File: src/hdl/hpa_pkg.sv
// ----------------------------------------------------------------------------
// hpa_pkg
// shared types, codes and sizes for the handle pool allocator
// ----------------------------------------------------------------------------
package hpa_pkg;

	// pool geometry
	localparam int POOL_SIZE = 16;
	localparam int PTR_W     = $clog2(POOL_SIZE);
	localparam int CNT_W     = $clog2(POOL_SIZE + 1);

	// field widths
	localparam int CMD_W    = 2;
	localparam int HANDLE_W = 4;
	localparam int STATUS_W = 2;

	// command codes
	localparam logic [CMD_W-1:0] CMD_ALLOCATE     = 2'd0;
	localparam logic [CMD_W-1:0] CMD_TRY_ALLOCATE = 2'd1;
	localparam logic [CMD_W-1:0] CMD_DEALLOCATE   = 2'd2;

	// status codes
	localparam logic [STATUS_W-1:0] ST_OK            = 2'd0;
	localparam logic [STATUS_W-1:0] ST_NONE_TO_REUSE = 2'd1;
	localparam logic [STATUS_W-1:0] ST_NOT_ALLOCATED = 2'd2;
	localparam logic [STATUS_W-1:0] ST_EXHAUSTED     = 2'd3;

	typedef struct packed {
		logic [CMD_W-1:0]    command;
		logic [HANDLE_W-1:0] release_handle;
	} req_t;

	typedef struct packed {
		logic [HANDLE_W-1:0] granted_handle;
		logic [STATUS_W-1:0] status;
	} rsp_t;

	// controller to datapath
	typedef struct packed {
		logic load;
		logic exec;
	} ctl_t;

	typedef enum logic {
		ST_IDLE,
		ST_EXEC
	} state_t;

endpackage

File: src/hdl/hpa_ram.sv
// ----------------------------------------------------------------------------
// hpa_ram
// generic single write port, single read port ram with registered read
// ----------------------------------------------------------------------------
module hpa_ram #(
	parameter int WIDTH = 4,
	parameter int DEPTH = 16
) (
	input  logic                     clk,
	input  logic                     we,
	input  logic [$clog2(DEPTH)-1:0] waddr,
	input  logic [WIDTH-1:0]         wdata,
	input  logic [$clog2(DEPTH)-1:0] raddr,
	output logic [WIDTH-1:0]         rdata
);

	logic [WIDTH-1:0] mem_q [DEPTH];
	logic [WIDTH-1:0] rdata_q;

	always_ff @(posedge clk) begin
		if (we) begin
			mem_q[waddr] <= wdata;
		end
		rdata_q <= mem_q[raddr];
	end

	assign rdata = rdata_q;

endmodule

File: src/hdl/hpa_ctrl.sv
// ----------------------------------------------------------------------------
// hpa_ctrl
// request sequencer: accept, then execute, then result strobe
// ----------------------------------------------------------------------------
module hpa_ctrl
	import hpa_pkg::*;
(
	input  logic clk,
	input  logic arst_n,
	input  logic start,
	output logic busy,
	output logic done,
	output ctl_t ctl
);

	state_t state_q, state_d;
	logic   done_q;

	always_ff @(posedge clk or negedge arst_n) begin
		if (!arst_n) begin
			state_q <= ST_IDLE;
			done_q  <= 1'b0;
		end else begin
			state_q <= state_d;
			done_q  <= ctl.exec;
		end
	end

	always_comb begin
		state_d  = state_q;
		ctl.load = 1'b0;
		ctl.exec = 1'b0;
		unique case (state_q)
			ST_IDLE: begin
				if (start) begin
					ctl.load = 1'b1;
					state_d  = ST_EXEC;
				end
			end
			ST_EXEC: begin
				ctl.exec = 1'b1;
				state_d  = ST_IDLE;
			end
			default: state_d = ST_IDLE;
		endcase
	end

	assign busy = (state_q != ST_IDLE);
	assign done = done_q;

endmodule

File: src/hdl/hpa_dp.sv
// ----------------------------------------------------------------------------
// hpa_dp
// allocator datapath: free queue, allocation bitmap, fresh counter, result
// ----------------------------------------------------------------------------
module hpa_dp
	import hpa_pkg::*;
(
	input  logic clk,
	input  logic arst_n,
	input  ctl_t ctl,
	input  req_t req,
	output rsp_t rsp
);

	req_t                 req_q;
	rsp_t                 rsp_q;
	logic [PTR_W-1:0]     head_q, tail_q;
	logic [CNT_W-1:0]     count_q, fresh_q;
	logic [POOL_SIZE-1:0] marks_q;

	logic [HANDLE_W-1:0]  rd_data;
	logic                 q_empty;
	logic                 rel_ok;
	logic [PTR_W-1:0]     rel_idx;
	logic [PTR_W-1:0]     head_nxt, tail_nxt;

	// next state of the datapath for the current request
	logic                 pop, push, take_fresh;
	rsp_t                 res;

	hpa_ram #(
		.WIDTH(HANDLE_W),
		.DEPTH(POOL_SIZE)
	) u_free_queue (
		.clk  (clk),
		.we   (push),
		.waddr(tail_q),
		.wdata(req_q.release_handle),
		.raddr(head_q),
		.rdata(rd_data)
	);

	assign q_empty  = (count_q == '0);
	assign rel_idx  = PTR_W'(req_q.release_handle);
	assign rel_ok   = (32'(req_q.release_handle) < POOL_SIZE) && marks_q[rel_idx]
		&& (32'(count_q) < POOL_SIZE);
	assign head_nxt = (32'(head_q) == POOL_SIZE - 1) ? '0 : head_q + 1'b1;
	assign tail_nxt = (32'(tail_q) == POOL_SIZE - 1) ? '0 : tail_q + 1'b1;

	always_comb begin
		pop        = 1'b0;
		push       = 1'b0;
		take_fresh = 1'b0;
		res.granted_handle = '0;
		res.status         = ST_OK;
		unique case (req_q.command)
			CMD_ALLOCATE: begin
				if (!q_empty) begin
					pop = ctl.exec;
					res.granted_handle = rd_data;
				end else if (32'(fresh_q) < POOL_SIZE) begin
					take_fresh = ctl.exec;
					res.granted_handle = HANDLE_W'(fresh_q);
				end else begin
					res.status = ST_EXHAUSTED;
				end
			end
			CMD_TRY_ALLOCATE: begin
				if (!q_empty) begin
					pop = ctl.exec;
					res.granted_handle = rd_data;
				end else begin
					res.status = ST_NONE_TO_REUSE;
				end
			end
			CMD_DEALLOCATE: begin
				if (rel_ok) begin
					push = ctl.exec;
				end else begin
					res.status = ST_NOT_ALLOCATED;
				end
			end
			default: ;
		endcase
	end

	// request and result registers carry payload only
	always_ff @(posedge clk) begin
		if (ctl.load) begin
			req_q <= req;
		end
		if (ctl.exec) begin
			rsp_q <= res;
		end
	end

	always_ff @(posedge clk or negedge arst_n) begin
		if (!arst_n) begin
			head_q  <= '0;
			tail_q  <= '0;
			count_q <= '0;
			fresh_q <= '0;
			marks_q <= '0;
		end else begin
			if (pop) begin
				head_q  <= head_nxt;
				count_q <= count_q - 1'b1;
				marks_q[PTR_W'(rd_data)] <= 1'b1;
			end
			if (take_fresh) begin
				fresh_q <= fresh_q + 1'b1;
				marks_q[PTR_W'(fresh_q)] <= 1'b1;
			end
			if (push) begin
				tail_q  <= tail_nxt;
				count_q <= count_q + 1'b1;
				marks_q[rel_idx] <= 1'b0;
			end
		end
	end

	assign rsp = rsp_q;

endmodule

File: src/hdl/handle_pool_allocator_top.sv
// ----------------------------------------------------------------------------
// handle_pool_allocator_top
// hands out handles from a fixed pool, reusing released handles oldest first
// ----------------------------------------------------------------------------
// one request is taken when start is high and busy is low; busy then stays
// high for exactly one cycle while the request executes, so a new request can
// be taken once busy drops. accept and execute are split because the free
// queue ram read is registered: the oldest released handle shows up the cycle
// after the head pointer settles. the result beat appears on rsp with done
// high for a single cycle, the cycle after the execute cycle, and overlaps
// the next accept; the receiver must take it then, it cannot hold it off.
// allocate reuses the oldest released handle or else issues the next fresh
// one, try_allocate only reuses, and deallocate queues an allocated handle.
// failures are reported in rsp.status with a zero handle and no state change.
// the allocation bitmap and all counters clear on reset; the free queue
// contents need no clearing since only written entries are ever read.
// ----------------------------------------------------------------------------
module handle_pool_allocator_top
	import hpa_pkg::*;
(
	input  logic clk,
	input  logic arst_n,
	input  logic start,
	output logic busy,
	input  req_t req,
	output logic done,
	output rsp_t rsp
);

	// command bundle from sequencer to datapath
	ctl_t ctl;

	hpa_ctrl u_ctrl (
		.clk   (clk),
		.arst_n(arst_n),
		.start (start),
		.busy  (busy),
		.done  (done),
		.ctl   (ctl)
	);

	hpa_dp u_dp (
		.clk   (clk),
		.arst_n(arst_n),
		.ctl   (ctl),
		.req   (req),
		.rsp   (rsp)
	);

	// execute lasts exactly one cycle
	a_exec_one_cycle: assert property (@(posedge clk) disable iff (!arst_n)
		busy |=> !busy)
		else $error("busy held for more than one cycle");

	// an accepted request executes in the next cycle
	a_accept_exec: assert property (@(posedge clk) disable iff (!arst_n)
		(start && !busy) |=> busy)
		else $error("accepted request did not execute");

	// every execute produces exactly one result beat right after it
	a_exec_done: assert property (@(posedge clk) disable iff (!arst_n)
		busy |=> done)
		else $error("execute without result beat");

	a_done_after_exec: assert property (@(posedge clk) disable iff (!arst_n)
		done |-> $past(busy))
		else $error("result beat without execute");

	// a failed request never hands out a handle
	a_fail_zero: assert property (@(posedge clk) disable iff (!arst_n)
		(done && rsp.status != ST_OK) |-> (rsp.granted_handle == '0))
		else $error("failed request returned a handle");

endmodule
File: config.mk
export PLATFORM = sky130hd
export DESIGN_NAME = handle_pool_allocator_top
export DESIGN_NICKNAME = d
export VERILOG_FILES = /design/src/hdl/hpa_pkg.sv /design/src/hdl/hpa_ram.sv /design/src/hdl/hpa_ctrl.sv /design/src/hdl/hpa_dp.sv /design/src/hdl/handle_pool_allocator_top.sv
export SDC_FILE = /design/constraint.sdc
export NUM_CORES = 1
export LEC_CHECK = 0
export BUFFER_PORTS_ARGS = -buffer_cell sky130_fd_sc_hd__buf_2
export CAP_MARGIN = 5
export CORE_AREA = 5 5 117 119
export DETAILED_ROUTE_END_ITERATION = 16
export DIE_AREA = 0 0 122 124
export HOLD_SLACK_MARGIN = 0.15
export SLEW_MARGIN = 25
export SYNTH_ARGS = -nofsm -noshare
export SYNTH_HDL_FRONTEND = slang
export SYNTH_SLANG_ARGS = --single-unit
File: constraint.sdc
create_clock -name clk -period 4.3 [get_ports clk]
set_clock_uncertainty 0.05 [all_clocks]
set_input_delay 0.645 -clock clk [delete_from_list [all_inputs] [get_ports clk]]
set_output_delay 0.645 -clock clk [all_outputs]
set_load 0.01 [all_outputs]
# Yosys cells after proc, flatten, opt, wreduce, memory -nomap -nowiden

Memories as Yosys holds them, arrays and structs flattened. A register that Yosys moved wholly into a read port is not among the register bits.
Cells that the tools add are included.

Output and inout bits: 8
Bits in writable memories: 64
Bits in read-only memories: 0
Memories kept: 1
Register bits after elaboration: 48
Input bits: 9
Word-level logic and storage cells: 79
Bits in latches: 0

Memory list:

| memory                  | depth | width | rd ports | clocked after Yosys merged registers in | wr ports | RTL line      | text |
|---|---|---|---|---|---|---|---|
| u_dp.u_free_queue.mem_q | 16    | 4     | 1        | 1                                       | 1        | hpa_ram.sv:17 | `logic [WIDTH-1:0] mem_q [DEPTH];` |

$add $sub $neg: 5
Magnitude comparators: 8
Reductions and logical operators: 8
Bitwise operators: 5
Multiply operators: 0
Shifts and indexed selects: 0
Mux-type cells: 37
Div/mod/pow operators: 0
Equality and inequality tests: 4

Operator list:

| kind                  | number |
|---|---|
| $mux W16              | 3 |
| $or A16 B16 Y16       | 2 |
| $mux W4               | 5 |
| $mux W1               | 17 |
| $and A16 B16 Y16      | 1 |
| $not A16 Y16          | 1 |
| $lt A4 B5 Y1 const B  | 3 |
| $demux W1 S4          | 3 |
| $ge A4 B1 Y1 const B  | 3 |
| $add A5 B1 Y5 const B | 2 |
| $lt A5 B5 Y1 const B  | 2 |
| $mux W5               | 2 |
| $add A4 B1 Y4 const B | 2 |
| $eq A4 B4 Y1 const B  | 2 |
| $pmux W4 S2           | 1 |
| $mux W2               | 3 |
| $pmux W2 S3           | 1 |
| $logic_not A5 Y1      | 1 |
| $sub A5 B1 Y5 const B | 1 |
| $bmux W1 S4           | 1 |
| $logic_and A1 B1 Y1   | 4 |
| $eq A2 B1 Y1 const B  | 1 |
| $eq A2 B2 Y1 const B  | 1 |
| $logic_not A2 Y1      | 1 |
| other kinds (4)       | 4 |

# Depth between registers and ports, before layout

Gate-level depths: netlist of run 1.

Depth after elaboration: 10
Mapped depth: 13
Gate-level depth less buffers: 11

# Hierarchy

From an unflattened synthesis of run 1, not the netlist that was laid out.

Cell total of the unflattened synthesis: 363
Area total of the unflattened synthesis: 5260.0 um^2

Modules (own cells, without submodules):

| module   | area an instance (um^2) | times used | cells each | sequential area each (um^2) |
|---|---|---|---|---|
| hpa_ram  | 2666.3                  | 1          | 130        | 2001.9 |
| hpa_dp   | 2514.9                  | 1          | 228        | 1211.2 |
| hpa_ctrl | 78.8                    | 1          | 5          | 50.0 |

# Worst setup path after synthesis of run 1

OpenSTA, ideal clock, no wires.

Path kind: register -> register
From: reg u_dp.req_q (netlist bit u_dp.rel_idx[3])
To: reg u_dp.count_q[4]
Setup time: 0.121 ns
Data required time: 4.129 ns
Stages on the path, launching flop included: 14
Path buffers: 2
Path slack: 1.408 ns
Clock period less this slack: 2.892 ns
Data arrival time: 2.721 ns
Cell sequence: edfxtp_1 buf_6 mux2i_1 a221oi_1 nand2_1 nand2_2 buf_4 inv_1 ha_1 nor2b_1 o21ai_0 nor3b_1 and2_1 a21oi_1

Word-level cells in the longest chain between the ends: 6
Elaborated cells between the ends (all ways): 7
Classes of those cells: 5 x mux; 2 x reduce/logical

Ends and longest elaborated chain:

| what                                                 | RTL line      | text |
|---|---|---|
| from (decl)                                          | hpa_dp.sv:15  | `req_t req_q;` |
| from (signal assigned)                               | hpa_dp.sv:90  | `req_q <= req;` |
| $bmux W1 S4 *                                        | hpa_dp.sv:45  | `assign rel_ok = (32'(req_q.release_handle) < POOL_SIZE) && marks_q[rel_idx]` |
| $mux W1 (implied by the code) *                      | hpa_dp.sv:45  |  |
| $logic_and A1 B1 Y1 *                                | hpa_dp.sv:46  | `&& (32'(count_q) < POOL_SIZE);` |
| $mux W1 *                                            | hpa_dp.sv:77  | `if (rel_ok) begin` |
| $mux W1 *                                            | hpa_dp.sv:56  | `unique case (req_q.command)` |
| via u_dp.push                                        | hpa_dp.sv:28  | `logic pop, push, take_fresh;` |
| $mux W5 / $reduce_bool A2 Y1 (equally long branches) | -             |  |
| to (signal assigned)                                 | hpa_dp.sv:107 | `count_q <= count_q - 1'b1;` |
| to (signal assigned)                                 | hpa_dp.sv:116 | `count_q <= count_q + 1'b1;` |
| to (decl)                                            | hpa_dp.sv:18  | `logic [CNT_W-1:0] count_q, fresh_q;` |

Mark *: on every way through the listed nets, which the timed path passes. The rest lies on a longest branch. The select of a mux whose other input is x is not followed.
A chain may end at the register's enable or synchronous reset.

# Worst setup path in the final report of run 1

From: reg u_dp.req_q (netlist bit u_dp.rel_idx[1])
To: reg u_dp.count_q[4]

Word-level cells in the longest chain between the ends: 6
Elaborated cells between the ends (all ways): 7
Classes of those cells: 5 x mux; 2 x reduce/logical

Ends and longest elaborated chain:

| what                                                 | RTL line |
|---|---|
| $bmux W1 S4 *                                        | hpa_dp.sv:45 |
| $mux W1 (implied by the code) *                      | hpa_dp.sv:45 |
| $logic_and A1 B1 Y1 *                                | hpa_dp.sv:46 |
| $mux W1 *                                            | hpa_dp.sv:77 |
| $mux W1 *                                            | hpa_dp.sv:56 |
| $mux W5 / $reduce_bool A2 Y1 (equally long branches) | - |

Every way passes the cells marked *; elsewhere a longest branch is shown, timed or not. The select of a mux whose other input is x is not followed.

==> key figures, run 1 <==
Timing
  – Final min period: 3.48 ns
  – Fin. max-slew vios: 0
  – Final hold vios: 0
  – Setup Viol. Count Final: 0
  – Slew @ Worst Pin: 0.845 ns
  – Period utilisation layout: 80.8%
  – Slew HR: 43.6%
  – Worst hold slack: 0.292 ns
  – Max Freq: 288 MHz
  – Post-route setup TNS: 0 ns
  – RSZ-0062 raised after global routing: no

Layout
  – Final Core Density: 49.2%
  – Area delta synth->final: 14.6%
  – Ant diodes: 0
  – Most common cell after layout, fill and taps aside: edfxtp_1
  – Layout cell share with drive strength beyond 1: 19.2%
  – Layout Nets: 426
  – Commonest non-fill, non-tap cells in the layout: edfxtp_1, dfrtp_1, mux2i_1

Synthesis
  – Seq/Total Area, Yosys: 61.0%
  – EDFF count, synth: 76
  – Yosys Warn Count: 0
  – Synthesized area: 5350 um2
  – Most common flop cell mapped by yosys: edfxtp_1
  – Syn Nets: 410
  – Fraction of registers with async set or reset after synthesis: 31.0%
  – Synth unique cells: 57
  – Mean post-synth cell area: 13.8 um2
  – #FFs+latches synth: 116
  – Synthesized instance count: 387

Status
  – Status: complete, no violations

Clock tree
  – CTS buffer count: 17
  – CTS H-tree depth: 4
  – Postcts setup bufs: 0
  – PostCTS Resize Cnt: 0
  – Hold_buf cts: 0
  – CTS tree: done
  – CTS sink cnt: 116
  – Clk buf depth: 2
  – Worst-path clk slew: 0.05 ns
  – Clk Latency, worst-skew pair: 0.41 ns
  – Clock root buffer: clkbuf_16

Global routing
  – First-pass GRT wire length: 17.8 mm
  – Total GRT Usage: 15.8%
  – Pin count of the biggest net entering global routing: 37
  – Total gr overflow: 0
  – Initial antenna violation count: 0
  – Vias in the first global route: 3,322

Setup path
  – CP bufs+invs: 1
  – Worst path slowest cell: edfxtp_1
  – Setup crit end kind: flop
  – CP top delay family: simple AND/OR/NAND/NOR gates
  – Req. time, crit path: 4.54 ns
  – Crit path largest cell delay: 0.62 ns
  – Startpoint types: flop
  – Type of the worst setup path: reg -> reg
  – Most frequent CP cell: and2_1
  – Cell breakdown of the critical path: and2_1, a221oi_1, nand2_1, nand2_2, inv_1, ha_1, nor2b_1, o21ai_0, nor3b_1, and2_1, a21oi_1
  – Arr. time, crit path: 3.72 ns
  – Crit-path max FO: 36

Power and ir drop
  – P_leak: 2.32 nW
  – Total Power: 3.89 mW
  – Worst VDD drop: 0.274 mV
  – Pwr Density: 634 nW/um2

Worst hold path
  – Min-delay worst type: in -> async

Detailed routing
  – Vias: 3,258
  – TritonRoute pass-1 iters: 5
  – ANT nets after route: 0
  – Wirelength per Cell: 18.4 um
  – Vias/cell: 5.54
  – Final wirelength: 10.8 mm
  – 1st-iter DRT viols: 206
  – Post-detailed-route DRC marker count: 0

Floorplan
  – Die Y: 124 um
  – Row Count: 41
  – Die W: 122 um
  – Die footprint: 15,100 um2
  – Boundary Pins: 17
  – Initial core utilization: 42.9%
  – Core box area: 12,500 um2

Place
  – DP Wirelength: 7.49 mm
  – Port Buffers: 16
  – Routability cong.: 0.936

Job
  – Max Cap Viol: 0
==> final timing paths <==
path                                 startpoint              end  slack [ns]  depth (start not counted)
worst min-delay path                     arst_n  u_dp.fresh_q[2]        0.29                          1
worst max-delay path            u_dp.rel_idx[1]  u_dp.count_q[4]        0.82                         11
worst min register to register  u_dp.fresh_q[4]  u_dp.fresh_q[4]        0.47                          1
worst max register to register  u_dp.rel_idx[1]  u_dp.count_q[4]        0.82                         11
max in group asynchronous                arst_n   u_dp.head_q[1]        3.37                          1
min in group clk                         req[2]  u_dp.rel_idx[2]        0.36                          1
==> Yosys cell counts, types with 7 or more instances <==
library cell / number / area, um2
a221oi_1: 14 / 123
nor2b_1: 12 / 75.1
nand3_1: 8 / 40.0
clkbuf_1: 8 / 30.0
mux4_2: 8 / 180
a31oi_1: 17 / 106
dfrtp_1: 36 / 901
nor2_1: 9 / 33.8
mux2_2: 9 / 101
inv_1: 9 / 33.8
a21oi_1: 15 / 75.1
nand2_1: 18 / 67.6
o21ai_0: 13 / 65.1
ha_1: 13 / 163
edfxtp_1: 76 / 2280
mux2i_1: 21 / 210
and2_1: 7 / 43.8
==> sequential cells by signal, indices dropped and copies added, names as in the netlist <==
register	cells
u_dp.fresh_q	5
u_dp.head_q	4
u_dp.tail_q	4
u_dp.marks_q	16
u_dp.u_free_queue.rdata	4
u_ctrl.done	1
u_dp.rel_idx	4
u_dp.rsp	6
u_ctrl.busy	1
u_dp.req_q	2
u_dp.count_q	5
u_dp.u_free_queue.mem_q	64
==> metrics by stage <==
step | area (um2) | worst slack, ns | std cells
5_1_grt | 6130 | 0.493 | 588
3_5_place_dp | 5540 | 0.802 | 556
2_1_floorplan | 5350 | 1.41 | 387
4_1_cts | 6130 | 0.795 | 588
6_report | 6130 | 0.824 | 588
3_3_place_gp | 5540 | 0.917 | 556
==> routing by layer <==
metal,wire length (um),track usage [%],vias up
met3,718,4.68,13
li1,-,-,1553
met1,4820,21.4,1598
met5,0,0,-
met2,5130,24.2,94
met4,132,6.23,0
==> cells by family after synthesis <==
family,count (synthesis),share of synthesized area [%]
flops,116,61.0
simple gates,96,11.2
compound gates,84,10.8
mux,38,9.19
buf+inv,31,3.09
fa+ha+maj,14,3.41
xor+xnor,8,1.31
==> power breakdown <==
part	switching, mW	total [mW]	internal [mW]	leakage [nW]
Combinational	0.474	0.900	0.426	0.844
Sequential	0.218	1.59	1.37	1.18
Clock	0.448	1.40	0.952	0.299
Total	1.14	3.89	2.75	2.32
==> worst register-to-register path: stages, from the launching register on <==
cell      delay [ns]
edfxtp_1        0.62
and2_1          0.33
a221oi_1        0.38
nand2_1         0.19
nand2_2         0.48
inv_1           0.21
ha_1            0.34
nor2b_1         0.13
o21ai_0         0.19
nor3b_1         0.25
and2_1          0.16
a21oi_1         0.04
==> final cells by class <==
type | instances | area, um2
clock inverters | 14 | 166
multi-input cells | 240 | 1920
flip-flops and latches | 116 | 3260
fillers | 1092 | 6330
well taps | 172 | 215
inverters | 9 | 33.8
clock buffers | 18 | 429
repair buffers | 19 | 103
Power figures use the tool's default switching activity.
==> inputs of run 2 (changes only) <==
==> constraint.sdc (replaced) <==
create_clock -name clk -period 3 [get_ports clk]
set_clock_uncertainty 0.05 [all_clocks]
set_input_delay 0.45 -clock clk [delete_from_list [all_inputs] [get_ports clk]]
set_output_delay 0.45 -clock clk [all_outputs]
set_load 0.01 [all_outputs]
==> run 2 against run 1 <==
  * Cell count up 2.9%
  * Non-clock buffer count up 17
  * Worst setup slack worse by 0.56 ns
  * Sequential power up 43%
  * Register-to-register slack worse by 0.56 ns
  * Final area up 2.8%
  * Critical path type unchanged
==> key figures, run 2 (synthesized netlist as in run 1, its figures left out) <==
Clock tree
  – Postcts setup bufs: 0 (unchanged)
  – Clock root buffer: clkbuf_16
  – CTS tree: done
  – CTS buffer count: 17 (unchanged)
  – Clk Latency, worst-skew pair: 0.41 ns (about the same)
  – PostCTS Resize Cnt: 0 (unchanged)
  – CTS H-tree depth: 4 (unchanged)
  – CTS sink cnt: 116 (unchanged)
  – Worst-path clk slew: 0.05 ns (about the same)
  – Hold_buf cts: 6 (+6)
  – Clk buf depth: 2 (unchanged)

Setup path
  – Setup crit end: u_dp.count_q[4]
  – Arr. time, crit path: 2.98 ns (-0.74 ns)
  – FF-to-FF Start: u_dp.rel_idx[1]
  – R2R depth: 11 (unchanged)
  – Worst R2R Setup Slack: 0.26 ns (-0.56 ns)
  – Startpoint types: flop
  – Req. time, crit path: 3.24 ns (-1.30 ns)
  – Crit-path max FO: 6 (-83%)
  – Launch point of the worst path: u_dp.rel_idx[1]
  – Type of the worst setup path: reg -> reg
  – Worst reg2reg path endpoint: u_dp.count_q[4]
  – Setup crit end kind: flop

Floorplan
  – Initial core utilization: 42.9% (unchanged)
  – Boundary Pins: 17 (unchanged)
  – Die W: 122 um (unchanged)
  – Die Y: 124 um (unchanged)
  – Row Count: 41 (unchanged)
  – Die footprint: 15,100 um2 (unchanged)
  – Core box area: 12,500 um2 (unchanged)

Timing
  – Fin. max-slew vios: 0 (unchanged)
  – Post-route setup TNS: 0 ns (unchanged)
  – Final min period: 2.74 ns (-0.736 ns)
  – Period utilisation layout: 91.3% (+11 points)
  – Max Freq: 365 MHz (+27%)
  – RSZ-0062 raised after global routing: no
  – Slew HR: 42.4% (-1.2 points)
  – Slew @ Worst Pin: 0.864 ns (+0.0183 ns)
  – Final hold vios: 0 (unchanged)
  – Setup Viol. Count Final: 0 (unchanged)

Global routing
  – First-pass GRT wire length: 18.6 mm (+4.2%)
  – Vias in the first global route: 3,338 (+0.48%)
  – Pin count of the biggest net entering global routing: 37 (unchanged)
  – Total gr overflow: 0 (unchanged)
  – Initial antenna violation count: 0 (unchanged)
  – Total GRT Usage: 16.5% (+0.66 points)

Layout
  – Register with the most flip-flops: u_dp.u_free_queue.mem_q
  – Area delta synth->final: 17.9%
  – Layout cell share with drive strength beyond 1: 21.9% (+2.7 points)
  – Max FFs per register: 64 (unchanged)
  – Register area: 3260 um2 (unchanged)
  – FILL cells: 1,074 (-1.6%)
  – Final Core Density: 50.6% (+1.4 points)
  – Layout Nets: 443 (+4.0%)
  – Commonest non-fill, non-tap cells in the layout: edfxtp_1, dfrtp_1, mux2i_1
  – Multi-input combinational cell area: 1920 um2 (unchanged)
  – Ant diodes: 0 (unchanged)
  – Most common cell after layout, fill and taps aside: edfxtp_1

Power and ir drop
  – P_leak: 2.40 nW (+3.5%)
  – Worst VDD drop: 0.367 mV (+34%)
  – Total Power: 5.69 mW (+46%)
  – Pwr Density: 903 nW/um2 (+42%)

Detailed routing
  – Post-detailed-route DRC marker count: 0 (unchanged)
  – ANT nets after route: 0 (unchanged)
  – TritonRoute pass-1 iters: 5 (unchanged)
  – Vias/cell: 5.52 (-0.45%)
  – 1st-iter DRT viols: 338 (+64%)
  – Vias: 3,337 (+2.4%)
  – Final wirelength: 11.3 mm (+4.4%)
  – Wirelength per Cell: 18.6 um (+1.5%)

Status
  – Status: complete, no violations

Worst hold path
  – HP Start: req[3]
  – Min-delay worst type: in -> reg

Place
  – Routability cong.: 0.843 (-10%)
  – Port Buffers: 16 (unchanged)
  – DP Wirelength: 7.74 mm (+3.3%)

Job
  – Max Cap Viol: 0 (unchanged)
[run 2: layout make-up]
cell class,instances,share of cell area [%]
clock buffer,17,6.75
timing repair buffer,36,3.89
inverter,9,0.536
sequential,116,51.7
tap,172,3.41
multi-input combinational,240,30.5
clock inverter,15,3.19
[run 2: worst min path at each step]
stage	end	slack [ns]	depth (start not counted)
2_1_floorplan	u_ctrl.busy	0.10	0
3_3_place_gp	u_dp.fresh_q[4]	0.45	1
3_5_place_dp	u_dp.fresh_q[4]	0.44	1
4_1_cts	u_dp.rel_idx[3]	0.15	1
5_1_grt	u_dp.rel_idx[3]	0.16	1
6_report	u_dp.rel_idx[3]	0.18	1
[run 2: metal layers]
layer  wire length [um]  vias up  global-route usage, %
met5                  0        -                      0
met4                127        0                   7.07
met3                575       11                   4.18
met2               5200       98                   24.3
met1               5370     1645                   23.3
li1                   -     1583                      -
[run 2: per-stage QoR]
step           worst slack, ns  cell area (um2)  hold slack [ns]  std cells
3_5_place_dp             0.248             5620            0.443        567
5_1_grt                 0.0343             6310            0.158        605
3_3_place_gp             0.360             5620            0.446        567
6_report                 0.260             6310            0.181        605
2_1_floorplan            0.108             5350            0.104        387
4_1_cts                  0.245             6310            0.152        605
[run 2: worst max-delay path, stage by stage (launching register included)]
cell	delay [ns]
edfxtp_1	0.44
and2_1	0.25
a221oi_1	0.34
nand2_1	0.18
nand2_2	0.14
inv_1	0.10
ha_1	0.31
nor2b_1	0.13
o21ai_0	0.21
nor3b_1	0.26
and2_1	0.16
a21oi_1	0.04
[run 2: where the power goes]
part           internal [mW]  switching (mW)  total, mW
Combinational          0.623           0.693       1.32
Sequential              1.96           0.309       2.27
Clock                   1.39           0.718       2.11
